File: config.mk
export PLATFORM = sky130hd
export DESIGN_NAME = wrapped_angle_kalman_filter
export DESIGN_NICKNAME = d
export VERILOG_FILES = /design/src/hdl/wakf_pkg.sv /design/src/hdl/wakf_mul.sv /design/src/hdl/wakf_div.sv /design/src/hdl/wrapped_angle_kalman_filter.sv
export SDC_FILE = /design/constraint.sdc
export NUM_CORES = 2
export LEC_CHECK = 0
export ABC_AREA = 1
export BUFFER_PORTS_ARGS = -buffer_cell sky130_fd_sc_hd__buf_2
export CAP_MARGIN = 40
export CORE_MARGIN = 2
export CORE_UTILIZATION = 40
export CTS_CLUSTER_DIAMETER = 60
export DETAILED_ROUTE_END_ITERATION = 6
export GPL_TIMING_DRIVEN = 0
export PLACE_DENSITY = 0.62
export SYNTH_ARGS = -nofsm -noshare
export SYNTH_HDL_FRONTEND = slang
export SYNTH_SLANG_ARGS = --single-unit
File: constraint.sdc
create_clock -name clk -period 7.85 [get_ports clk]
set_input_delay 0.3925 -clock clk [delete_from_list [all_inputs] [get_ports clk]]
set_output_delay 0.3925 -clock clk [all_outputs]
set_load 0.005 [all_outputs]
File: src/hdl/wakf_pkg.sv
// ----------------------------------------------------------------------------
// wakf_pkg
// Shared types and constants for the wrapped angle Kalman filter.
// ----------------------------------------------------------------------------
package wakf_pkg;

    // request payloads
    typedef struct packed {
        logic signed [15:0] measured_angle;
        logic        [23:0] time_step;
    } wakf_in_t;

    typedef struct packed {
        logic signed [15:0] estimate_angle;
        logic        [31:0] estimate_variance;
        logic               bad_step;
    } wakf_out_t;

    // configuration register indexes
    localparam logic [1:0] CFG_PROCESS_NOISE   = 2'd0;
    localparam logic [1:0] CFG_MEAS_NOISE      = 2'd1;
    localparam logic [1:0] CFG_INIT_UNCERT     = 2'd2;
    localparam logic [1:0] CFG_MAX_TIME_STEP   = 2'd3;

    localparam logic [31:0] RST_PROCESS_NOISE  = 32'd1677722;
    localparam logic [31:0] RST_MEAS_NOISE     = 32'd167772;
    localparam logic [31:0] RST_INIT_UNCERT    = 32'd16777216;
    localparam logic [23:0] RST_MAX_TIME_STEP  = 24'd104858;

    // quotient bits of the gain divide (gain can reach 2^16 before clamp)
    localparam int          DIV_STEPS          = 17;
    localparam logic [4:0]  DIV_STEPS_W        = 5'(DIV_STEPS);

    localparam logic [31:0] VAR_MAX            = 32'hFFFF_FFFF;
    localparam logic [15:0] GAIN_MAX           = 16'hFFFF;

    typedef enum logic [3:0] {
        S_IDLE,
        S_GROW,
        S_PRED,
        S_DEN,
        S_DIV,
        S_CORR,
        S_ANG,
        S_VAR,
        S_DONE
    } wakf_state_t;

endpackage

File: src/hdl/wakf_mul.sv
// ----------------------------------------------------------------------------
// wakf_mul
// Shared 32x32 unsigned multiplier with a registered product.
// ----------------------------------------------------------------------------
module wakf_mul (
    input  logic        clk,
    input  logic [31:0] a,
    input  logic [31:0] b,
    output logic [63:0] product
);

    logic [63:0] product_reg;

    always_ff @(posedge clk)
    begin
        product_reg <= {32'd0, a} * {32'd0, b};
    end

    assign product = product_reg;

endmodule

File: src/hdl/wakf_div.sv
// ----------------------------------------------------------------------------
// wakf_div
// Restoring divider, one quotient bit per cycle: (ppred << 16) / denom.
// ----------------------------------------------------------------------------
module wakf_div (
    input  logic        clk,
    input  logic        rst_n,
    input  logic        start,
    input  logic [31:0] ppred,
    input  logic [32:0] denom,
    output logic        busy,
    output logic        done,
    output logic [16:0] quotient
);

    logic        busy_reg,  busy_next;
    logic        done_reg,  done_next;
    logic [4:0]  cnt_reg,   cnt_next;
    logic [33:0] rem_reg,   rem_next;
    logic [16:0] low_reg,   low_next;
    logic [16:0] quo_reg,   quo_next;
    logic [32:0] den_reg,   den_next;

    logic [33:0] shifted;
    logic [33:0] diff;
    logic        ge;

    always_comb
    begin
        shifted = {rem_reg[32:0], low_reg[16]};
        diff    = shifted - {1'b0, den_reg};
        ge      = (shifted >= {1'b0, den_reg});

        busy_next = busy_reg;
        done_next = 1'b0;
        cnt_next  = cnt_reg;
        rem_next  = rem_reg;
        low_next  = low_reg;
        quo_next  = quo_reg;
        den_next  = den_reg;

        if (start)
        begin
            // top dividend bits are already below the divisor
            rem_next  = {3'd0, ppred[31:1]};
            low_next  = {ppred[0], 16'd0};
            quo_next  = '0;
            den_next  = denom;
            cnt_next  = wakf_pkg::DIV_STEPS_W;
            busy_next = 1'b1;
        end
        else if (busy_reg)
        begin
            rem_next = ge ? diff : shifted;
            quo_next = {quo_reg[15:0], ge};
            low_next = {low_reg[15:0], 1'b0};
            cnt_next = cnt_reg - 5'd1;
            if (cnt_reg == 5'd1)
            begin
                busy_next = 1'b0;
                done_next = 1'b1;
            end
        end
    end

    always_ff @(posedge clk or negedge rst_n)
    begin
        if (!rst_n)
        begin
            busy_reg <= 1'b0;
            done_reg <= 1'b0;
            cnt_reg  <= '0;
        end
        else
        begin
            busy_reg <= busy_next;
            done_reg <= done_next;
            cnt_reg  <= cnt_next;
        end
    end

    always_ff @(posedge clk)
    begin
        rem_reg <= rem_next;
        low_reg <= low_next;
        quo_reg <= quo_next;
        den_reg <= den_next;
    end

    assign busy     = busy_reg;
    assign done     = done_reg;
    assign quotient = quo_reg;

endmodule

File: src/hdl/wrapped_angle_kalman_filter.sv
// ----------------------------------------------------------------------------
// wrapped_angle_kalman_filter
// Scalar Kalman filter tracking a 16-bit binary angle on the circle.
// ----------------------------------------------------------------------------
// One request carries a measured angle and a time step; one result comes back
// per request with the filtered angle, its Q8.24 variance and a bad-step flag.
// A zero time step goes from the accept straight to S_DONE, as does the first
// good measurement after reset (which just loads the estimate). Every other
// request runs the full update through S_GROW, S_PRED, S_DEN, S_DIV, S_CORR,
// S_ANG and S_VAR: one multiply for the process noise growth, a 17-step
// restoring divide for the gain, then two more multiplies for the angle
// correction and the variance shrink. The divide is the longest phase.
// S_DONE loads the result register once it is free or is being emptied.
// in_ready is high only while the sequencer is idle; a finished result may
// sit in the output register while the next request is taken.
// Configuration is written through cfg_we/cfg_index/cfg_data, by the user
// only while the block is idle; the block itself does not enforce this.
// ----------------------------------------------------------------------------
module wrapped_angle_kalman_filter (
    input  logic                clk,
    input  logic                rst_n,

    input  logic                in_valid,
    output logic                in_ready,
    input  wakf_pkg::wakf_in_t  in_data,

    output logic                out_valid,
    input  logic                out_ready,
    output wakf_pkg::wakf_out_t out_data,

    input  logic                cfg_we,
    input  logic [1:0]          cfg_index,
    input  logic [31:0]         cfg_data
);

    // configuration registers
    logic [31:0] pnr_reg;
    logic [31:0] mnoise_reg;
    logic [31:0] init_unc_reg;
    logic [23:0] max_step_reg;

    // filter state
    wakf_pkg::wakf_state_t state_reg, state_next;
    logic        started_reg,  started_next;
    logic [15:0] angle_reg,    angle_next;
    logic [31:0] var_reg,      var_next;

    // per-request working registers
    logic [15:0] meas_reg,     meas_next;
    logic [23:0] step_reg,     step_next;
    logic        bad_reg,      bad_next;
    logic [31:0] ppred_reg,    ppred_next;
    logic [32:0] denom_reg,    denom_next;
    logic [15:0] gain_reg,     gain_next;

    // result register
    logic                out_valid_reg, out_valid_next;
    wakf_pkg::wakf_out_t out_data_reg,  out_data_next;

    // shared units
    logic [31:0] mul_a;
    logic [31:0] mul_b;
    logic [63:0] mul_p;
    logic        div_start;
    logic        div_busy;
    logic        div_done;
    logic [16:0] div_quo;

    // datapath temporaries
    logic [23:0] step_clamped;
    logic [36:0] pred_sum;
    logic [15:0] innov;
    logic [16:0] gain_cmp;
    logic [33:0] corr_full;
    logic [33:0] corr_shift;

    wakf_mul u_mul (
        .clk     (clk),
        .a       (mul_a),
        .b       (mul_b),
        .product (mul_p)
    );

    wakf_div u_div (
        .clk      (clk),
        .rst_n    (rst_n),
        .start    (div_start),
        .ppred    (ppred_reg),
        .denom    (denom_next),
        .busy     (div_busy),
        .done     (div_done),
        .quotient (div_quo)
    );

    // config writes
    always_ff @(posedge clk or negedge rst_n)
    begin
        if (!rst_n)
        begin
            pnr_reg      <= wakf_pkg::RST_PROCESS_NOISE;
            mnoise_reg   <= wakf_pkg::RST_MEAS_NOISE;
            init_unc_reg <= wakf_pkg::RST_INIT_UNCERT;
            max_step_reg <= wakf_pkg::RST_MAX_TIME_STEP;
        end
        else if (cfg_we)
        begin
            unique case (cfg_index)
                wakf_pkg::CFG_PROCESS_NOISE: pnr_reg      <= cfg_data;
                wakf_pkg::CFG_MEAS_NOISE:    mnoise_reg   <= cfg_data;
                wakf_pkg::CFG_INIT_UNCERT:   init_unc_reg <= cfg_data;
                wakf_pkg::CFG_MAX_TIME_STEP: max_step_reg <= cfg_data[23:0];
                default:                     pnr_reg      <= pnr_reg;
            endcase
        end
    end

    // datapath pieces
    always_comb
    begin
        step_clamped = (in_data.time_step < max_step_reg) ? in_data.time_step
                                                          : max_step_reg;
        // growth = pnr * step / 2^20, up to 36 bits
        pred_sum = {5'd0, var_reg} + {1'b0, mul_p[55:20]};
        // wrapped innovation falls out of 16-bit subtraction
        innov    = meas_reg - angle_reg;
        gain_cmp = 17'h1_0000 - {1'b0, gain_reg};
        // signed gain*innov from the unsigned product, plus rounding half
        corr_full = {2'd0, mul_p[31:0]}
                  - (innov[15] ? {2'd0, gain_reg, 16'd0} : 34'd0)
                  + 34'd32768;
        corr_shift = 34'($signed(corr_full) >>> 16);
    end

    // shared multiplier operand select
    always_comb
    begin
        unique case (state_reg)
            wakf_pkg::S_GROW:
            begin
                mul_a = pnr_reg;
                mul_b = {8'd0, step_reg};
            end
            wakf_pkg::S_CORR:
            begin
                mul_a = {16'd0, gain_reg};
                mul_b = {16'd0, innov};
            end
            wakf_pkg::S_ANG:
            begin
                mul_a = {15'd0, gain_cmp};
                mul_b = ppred_reg;
            end
            default:
            begin
                mul_a = '0;
                mul_b = '0;
            end
        endcase
    end

    // sequencer
    always_comb
    begin
        state_next     = state_reg;
        started_next   = started_reg;
        angle_next     = angle_reg;
        var_next       = var_reg;
        meas_next      = meas_reg;
        step_next      = step_reg;
        bad_next       = bad_reg;
        ppred_next     = ppred_reg;
        denom_next     = denom_reg;
        gain_next      = gain_reg;
        out_valid_next = out_valid_reg;
        out_data_next  = out_data_reg;
        div_start      = 1'b0;
        in_ready       = 1'b0;

        // result leaves the output register
        if (out_valid_reg && out_ready)
        begin
            out_valid_next = 1'b0;
        end

        unique case (state_reg)
            wakf_pkg::S_IDLE:
            begin
                in_ready = 1'b1;
                if (in_valid)
                begin
                    meas_next = in_data.measured_angle;
                    step_next = step_clamped;
                    bad_next  = 1'b0;
                    if (in_data.time_step == 24'd0)
                    begin
                        bad_next   = 1'b1;
                        state_next = wakf_pkg::S_DONE;
                    end
                    else if (!started_reg)
                    begin
                        angle_next   = in_data.measured_angle;
                        var_next     = init_unc_reg;
                        started_next = 1'b1;
                        state_next   = wakf_pkg::S_DONE;
                    end
                    else
                    begin
                        state_next = wakf_pkg::S_GROW;
                    end
                end
            end
            wakf_pkg::S_GROW:
            begin
                state_next = wakf_pkg::S_PRED;
            end
            wakf_pkg::S_PRED:
            begin
                // saturate predicted variance at 32 bits
                ppred_next = (pred_sum[36:32] != 5'd0) ? wakf_pkg::VAR_MAX
                                                       : pred_sum[31:0];
                state_next = wakf_pkg::S_DEN;
            end
            wakf_pkg::S_DEN:
            begin
                denom_next = {1'b0, ppred_reg} + {1'b0, mnoise_reg};
                div_start  = 1'b1;
                state_next = wakf_pkg::S_DIV;
            end
            wakf_pkg::S_DIV:
            begin
                if (div_done)
                begin
                    if (denom_reg == 33'd0)
                        gain_next = 16'd0;
                    else if (div_quo[16])
                        gain_next = wakf_pkg::GAIN_MAX;
                    else
                        gain_next = div_quo[15:0];
                    state_next = wakf_pkg::S_CORR;
                end
            end
            wakf_pkg::S_CORR:
            begin
                state_next = wakf_pkg::S_ANG;
            end
            wakf_pkg::S_ANG:
            begin
                angle_next = angle_reg + corr_shift[15:0];
                state_next = wakf_pkg::S_VAR;
            end
            wakf_pkg::S_VAR:
            begin
                var_next   = mul_p[47:16];
                state_next = wakf_pkg::S_DONE;
            end
            wakf_pkg::S_DONE:
            begin
                if (!out_valid_reg || out_ready)
                begin
                    out_valid_next                  = 1'b1;
                    out_data_next.estimate_angle    = angle_reg;
                    out_data_next.estimate_variance = var_reg;
                    out_data_next.bad_step          = bad_reg;
                    state_next                      = wakf_pkg::S_IDLE;
                end
            end
            default:
            begin
                state_next = wakf_pkg::S_IDLE;
            end
        endcase
    end

    always_ff @(posedge clk or negedge rst_n)
    begin
        if (!rst_n)
        begin
            state_reg     <= wakf_pkg::S_IDLE;
            started_reg   <= 1'b0;
            angle_reg     <= '0;
            var_reg       <= '0;
            out_valid_reg <= 1'b0;
        end
        else
        begin
            state_reg     <= state_next;
            started_reg   <= started_next;
            angle_reg     <= angle_next;
            var_reg       <= var_next;
            out_valid_reg <= out_valid_next;
        end
    end

    always_ff @(posedge clk)
    begin
        meas_reg     <= meas_next;
        step_reg     <= step_next;
        bad_reg      <= bad_next;
        ppred_reg    <= ppred_next;
        denom_reg    <= denom_next;
        gain_reg     <= gain_next;
        out_data_reg <= out_data_next;
    end

    assign out_valid = out_valid_reg;
    assign out_data  = out_data_reg;

    // checks
    a_div_done_in_div: assert property (@(posedge clk) disable iff (!rst_n)
        div_done |-> (state_reg == wakf_pkg::S_DIV))
        else $error("divider finished outside the divide phase");

    a_div_idle_when_ready: assert property (@(posedge clk) disable iff (!rst_n)
        in_ready |-> !div_busy)
        else $error("divider busy while taking a new request");

    a_bad_step_short: assert property (@(posedge clk) disable iff (!rst_n)
        (in_valid && in_ready && (in_data.time_step == 24'd0))
        |=> ((state_reg == wakf_pkg::S_DONE) && bad_reg && $stable(angle_reg)))
        else $error("zero time step did not go straight to result");

    a_started_sticks: assert property (@(posedge clk) disable iff (!rst_n)
        started_reg |=> started_reg)
        else $error("started flag dropped");

endmodule
== Yosys cells after proc, flatten, opt, wreduce, memory -nomap -nowiden ==
Cells that the tools add are included.
Storage, ports and cells
  flip-flop bits (word level): 492
  input port bits: 79
  output and inout bits: 51
  logic and storage cells: 118
Cells by class
  add/subtract/negate cells: 9
  multiply operators: 1
  magnitude comparators: 2
  equal/unequal tests: 17
  multiplexer cells: 39
  bitwise gates (word level): 1
  reductions and logical operators: 22
Operators with widths (number)
  case mux 32 bit (3 select lines): 2
  two-way mux 32 bit: 4
  two-way mux 33 bit: 2
  two-way mux 16 bit: 4
  case mux 32 bit (2 select lines): 1
  two-way mux 31 bit: 2
  multiplier 32 x 32 -> 56 bit: 1
  adder 32 x 36 -> 37 bit: 1
  case mux 4 bit (9 select lines): 1
  >= comparator 34 x 33 -> 1 bit: 1
  two-way mux 17 bit: 2
  adder 32 x 32 -> 33 bit: 1
  zero test 33 bit: 1
  subtractor 33 bit: 1
  adder 32 x 17 -> 32 bit, second input constant: 1
  case mux 16 bit (2 select lines): 1
  subtractor 32 bit: 1
  zero test 24 bit: 1
  less-than comparator 24 bit: 1
  two-way mux 24 bit: 1
  two-way mux 4 bit: 5
  subtractor 17 x 16 -> 17 bit, first input constant: 1
  adder 16 bit: 1
  equality test 4 x 3 -> 1 bit, second input constant: 4
  23 further kinds: 50

== Logic depth before layout (Yosys ltp) ==
  word-level depth: 6
  mapped depth: 48

== Hierarchy ==
Synthesis repeated with hierarchy kept, for this count alone.
Second synthesis, totals
  cells, all modules: 8746
  area, all modules: 66367.4 µm²
By module, submodules not included
  wakf_mul: instances 1, cells an instance 5060, area an instance 37637.3 µm², sequential area each 1281.2 µm²
  wrapped_angle_kalman_filter: instances 1, cells an instance 2783, area an instance 21991.1 µm², sequential area each 9197.6 µm²
  wakf_div: instances 1, cells an instance 903, area an instance 6739.0 µm², sequential area each 2507.4 µm²

== Least setup slack after synthesis ==
Ideal clock, no wire load.
  path kind: reg2reg
  start point: register angle_reg[0]
  end point: register u_mul.product_reg[48], in the netlist u_mul.product[48]
  arrival time: 7628 ps
  data required time: 7738 ps
  slack: 110 ps
  cell stages (with the launch flop): 38
  cells stage by stage: dfrtp_1 -> ha_1 -> fa_1 -> inv_1 -> a21oi_1 -> nor2_1 -> o21ai_1 -> nand2_1 -> a21oi_1 -> o21ai_1 -> buf_2 -> buf_2 -> a21oi_1 -> fa_1 -> inv_1 -> fa_1 -> fa_1 -> inv_1 -> (+2 left out) -> fa_1 -> inv_1 -> fa_1 -> fa_1 -> fa_1 -> ha_1 -> a21oi_1 -> nor2_1 -> nor2_1 -> o21ai_0 -> a21oi_1 -> nand3_1 -> nand2_1 -> nand2_1 -> nand3_1 -> nand2_1 -> nand2_1 -> nand2_1
Between the ends
  longest elaborated chain between the ends: 3
Ends and longest elaborated chain
  start: declaration: RTL line wrapped_angle_kalman_filter.sv:45  | logic [15:0] angle_reg, angle_next;
  start signal: assignment: RTL line wrapped_angle_kalman_filter.sv:288  | angle_reg <= angle_next;
  subtractor 16 bit: RTL line wrapped_angle_kalman_filter.sv:125  | innov = meas_reg - angle_reg;
  case mux 32 bit (3 select lines): RTL line wrapped_angle_kalman_filter.sv:137  | unique case (state_reg)
  multiplier 32 x 32 -> 56 bit: RTL line wakf_mul.sv:16  | product_reg <= {32'd0, a} * {32'd0, b};
  end signal: assignment: RTL line wakf_mul.sv:16
  end: declaration: RTL line wakf_mul.sv:12  | logic [63:0] product_reg;
Every way passes these cells.
A chain may end at the register's enable or synchronous reset.

== Final worst setup path ==
  start point: register meas_reg[2]
  end point: register u_mul.product_reg[38], in the netlist u_mul.product[38]
Between the ends
  longest elaborated chain between the ends: 3
Ends and longest elaborated chain
  start: declaration: RTL line wrapped_angle_kalman_filter.sv:49  | logic [15:0] meas_reg, meas_next;
  start signal: assignment: RTL line wrapped_angle_kalman_filter.sv:296  | meas_reg <= meas_next;
  subtractor 16 bit: RTL line wrapped_angle_kalman_filter.sv:125
  case mux 32 bit (3 select lines): RTL line wrapped_angle_kalman_filter.sv:137
  multiplier 32 x 32 -> 56 bit: RTL line wakf_mul.sv:16
Every way passes these cells.

==> metrics.csv <==
stage,metric,value,unit
run_status,run_status,"complete, but fails checks",
run_status,violations,negative setup slack,
clock_network,clock_tree.root_cell,clkbuf_16,
die,floorplan.die_area,0.153,mm^2
global_route,grt_start_max_net_pins,113,
die,die_width,391,um
synthesis,post_synthesis_instance_total,7315,
global_route,grt_pass1_wl,347000,um
sta,crit_share_post_route,108,%
final_layout,syn2layout_area_growth,17.8,%
min_path,hold_path_class,input port to flip-flop,
final_layout,drive_gt1_share,15.4,%
synthesis,synth.ff_latch_count,491,
sta,timing_worst_slew_pin_value,0.914,ns
pwr,power.leakage,0.0334,uW
synthesis,yosys_synthesis_warning_count,0,
critical_path,timing.setup.critical_path_class,flip-flop to flip-flop,
route,drt-vias-per-instance,5.29,
final_layout,design.final.nets,9162,
sta,timing.final.setup_violations,37,
route,via_count,52200,
route,wl_per_cell,24.3,um
flow_run,cap_violations,0,
global_route,number_of_antenna_violations_at_the_first_check_in_global_routing,31,
sta,worst_hold_slack,0.0220,ns
sta,fmax,118,MHz
place,buffer_ports.inserted,129,
critical_path,timing.critical_path.arrival,8.98,ns
synthesis,post_synth_and_or_nand_nor_area_fraction,18.2,%
synthesis,synthAdderAreaFrac,37.7,%
synthesis,share_of_synthesized_registers_carrying_an_async_set_or_reset,36.9,%
final_layout,final-seq-area,0.0128,mm^2
synthesis,synth_top_family_by_area,adder cells,
sta,final.min_clock_period,8.45,ns
die,start_util,40.2,%
critical_path,timing.critical_path.slowest_stage_cell,fa_2,
global_route,track_usage,31.2,%
critical_path,critPathRequiredTime,8.38,ns
sta,timing.slew.headroom,39.0,%
synthesis,yosys.area_share.xor_xnor,2.03,%
synthesis,synth_enable_flop_cells,203,
global_route,first_global_vias,52000,
synthesis,ys_seq_area_share,21.3,%
critical_path,crit_path_end_kind,flip-flop,
critical_path,crit_path_max_incr_delay,0.69,ns
pwr,powerDensity,494,mW/mm^2
clock_network,clock_tree.buffer_depth,3,
die,floorplan.core_area,0.149,mm^2
critical_path,critical_path.max_fanout,6,
clock_network,cts_buffers,50,
pwr,max-vdd-ir-drop,0.000378,V
clock_network,worst_setup_hold_path_clk_slew,0.07,ns
synthesis,synth_cell_types,72,
route,ant_nets,0,
place,post-place-cells,9557,
route,drt_wl_total,239000,um
sta,slew_violations,0,
clock_network,cts_tree,done,
synthesis,synth.avg_cell_area,8.20,um^2
critical_path,worstSetupStartpointType,flip-flop,
sta,postLayoutSetupSlackWorst,-0.600,ns
clock_network,cts.sinks,491,
synthesis,netlist_area_pre_place,0.0600,mm^2
place,hpwl_after_dpl,198000,um
synthesis,synth-compound-area-share,8.75,%
global_route,gr-total-overflow,0,
sta,fin_skew,0.0379,ns
final_layout,fill_cells,14600,
die,floorplan.rows,142,
clock_network,cts.htree.levels,2,
critical_path,crit_path_frequent_cell,fa_1,
synthesis,dominantRegCellSynth,edfxtp_1,
sta,hold_viol,0,
sta,tns,-16.24,ns
final_layout,multi_input_area,0.0430,mm^2
place,place.gp.congestion,1.03,
clock_network,clk-insertion-delay-late,0.64,ns
route,dr.first_iter.drc_count,5026,
die,die_y,391,um
place,placement.setup.worst_slack,-2.05,ns
sta,grt_setup_unrepaired,true,
final_layout,largest_reg_flops,55,
synthesis,synth_mux_area_share,0,%
route,first_pass_iters,6,
die,num_io_pins,130,
final_layout,layoutNonFillerInstCount,9863,
route,detail_route.drc_violations,0,
## worst max-delay path: cells and delay by family (launching register included)
family | cells | cell delay (ns)
AOI/OAI and AO/OA | 8 | 1.17
and+or+nand+nor | 4 | 0.59
xor gates and xnor gates | 1 | 0.21
buffers and inverters | 10 | 1.15
DFF | 1 | 0.42
adders and majority gates | 10 | 4.79
## cell families after synthesis
| logic type | Yosys count |
|---|---|
| simple gates | 2666 |
| buf+inv | 1825 |
| fa+ha+maj | 1284 |
| compound gates | 908 |
| flops | 491 |
| xor+xnor | 139 |
| other cells | 2 |
## Yosys cell counts, drive strengths merged, types with 12 or more instances
master	number	area share (%)
inv	1580	9.9
xor2	89	1.3
clkbuf	67	0.42
dfxtp	107	3.6
o21ai	385	3.2
nor4	18	0.22
nor3	48	0.43
nand3b	39	0.49
edfxtp	203	10
ha	409	8.5
a21boi	13	0.16
nand2	1604	10
nand4	72	0.76
dfstp	31	1.4
fa	875	29
a31oi	35	0.36
nor2	666	4.2
a21oi	276	2.3
dfrtp	150	6.3
nand3	187	1.6
xnor2	50	0.73
o22ai	18	0.24
buf	168	1.6
o21bai	31	0.39
o211ai	23	0.30
a22o	12	0.18
o21a	43	0.54
a21o	26	0.33
or2	17	0.18
a22oi	17	0.21
## final cells by class
class,count,area share [%]
flip-flops and latches,491,18.1
well taps,2016,3.57
diodes,6,0.0212
multi-input cells,5081,60.8
clock buffers,70,2.03
inverters,1590,8.62
clock inverters,24,0.295
plain buffers,234,2.66
repair buffers,351,3.91
## worst paths after layout
check	from	to	slack, ns	cells after the start
worst max-delay path	meas_reg[2]	u_mul.product[38]	-0.60	33
worst min-delay path	in_data[34]	meas_reg[10]	0.02	1
worst max register to register	meas_reg[2]	u_mul.product[38]	-0.60	33
worst min register to register	bad_reg	out_data[0]	0.42	0
max in group asynchronous	rst_n	mnoise_reg[30]	6.49	3
min in group asynchronous	rst_n	var_reg[4]	0.33	2
## layer usage
| layer | up-vias | routed length (um) | track usage [%] | share of wire (%) |
|---|---|---|---|---|
| met5 | - | 22 | 0 | 0.0092 |
| met4 | 4 | 12400 | 12.6 | 5.2 |
| met1 | 25900 | 97000 | 42.4 | 40 |
| met3 | 476 | 25900 | 7.46 | 11 |
| met2 | 2484 | 104000 | 47.7 | 43 |
| li1 | 23400 | - | - | - |
## layout by cell type (no fill, tap or decap), types with 146 or more instances in the layout
cell and instances:
o21ai_0 325, nand3_1 167, buf_2 175, inv_1 1491, ha_1 359, dfrtp_1 146
buf_4 214, fa_1 811, edfxtp_1 203, nand2_1 1488, nor2_1 592, a21oi_1 232
## through the flow
| stage | power [uW] | instance area, um^2 | utilization [%] |
|---|---|---|---|
| floorplan | 18700 | 60300 | - |
| global route | 37200 | 70700 | 47.3 |
| global placement | 27100 | 63500 | 42.5 |
| finish | 34900 | 70700 | 47.3 |
| detailed placement | 27200 | 63800 | 42.7 |
| CTS | 32600 | 68900 | 46.1 |
## report_power, final
part | switching, uW | internal [uW]
combinational | 17800 | 10200
clock | 1110 | 1360
sequential | 741 | 3770
## repair_timing
action	in CTS	in global routing
hold endpoints to repair	80	0
gates cloned	1	1
setup endpoints to repair	45	43
gates resized for setup	613	319
setup buffers	111	83
pin swaps	144	154
hold buffers	13	0
(Power assumes the default switching activity.)
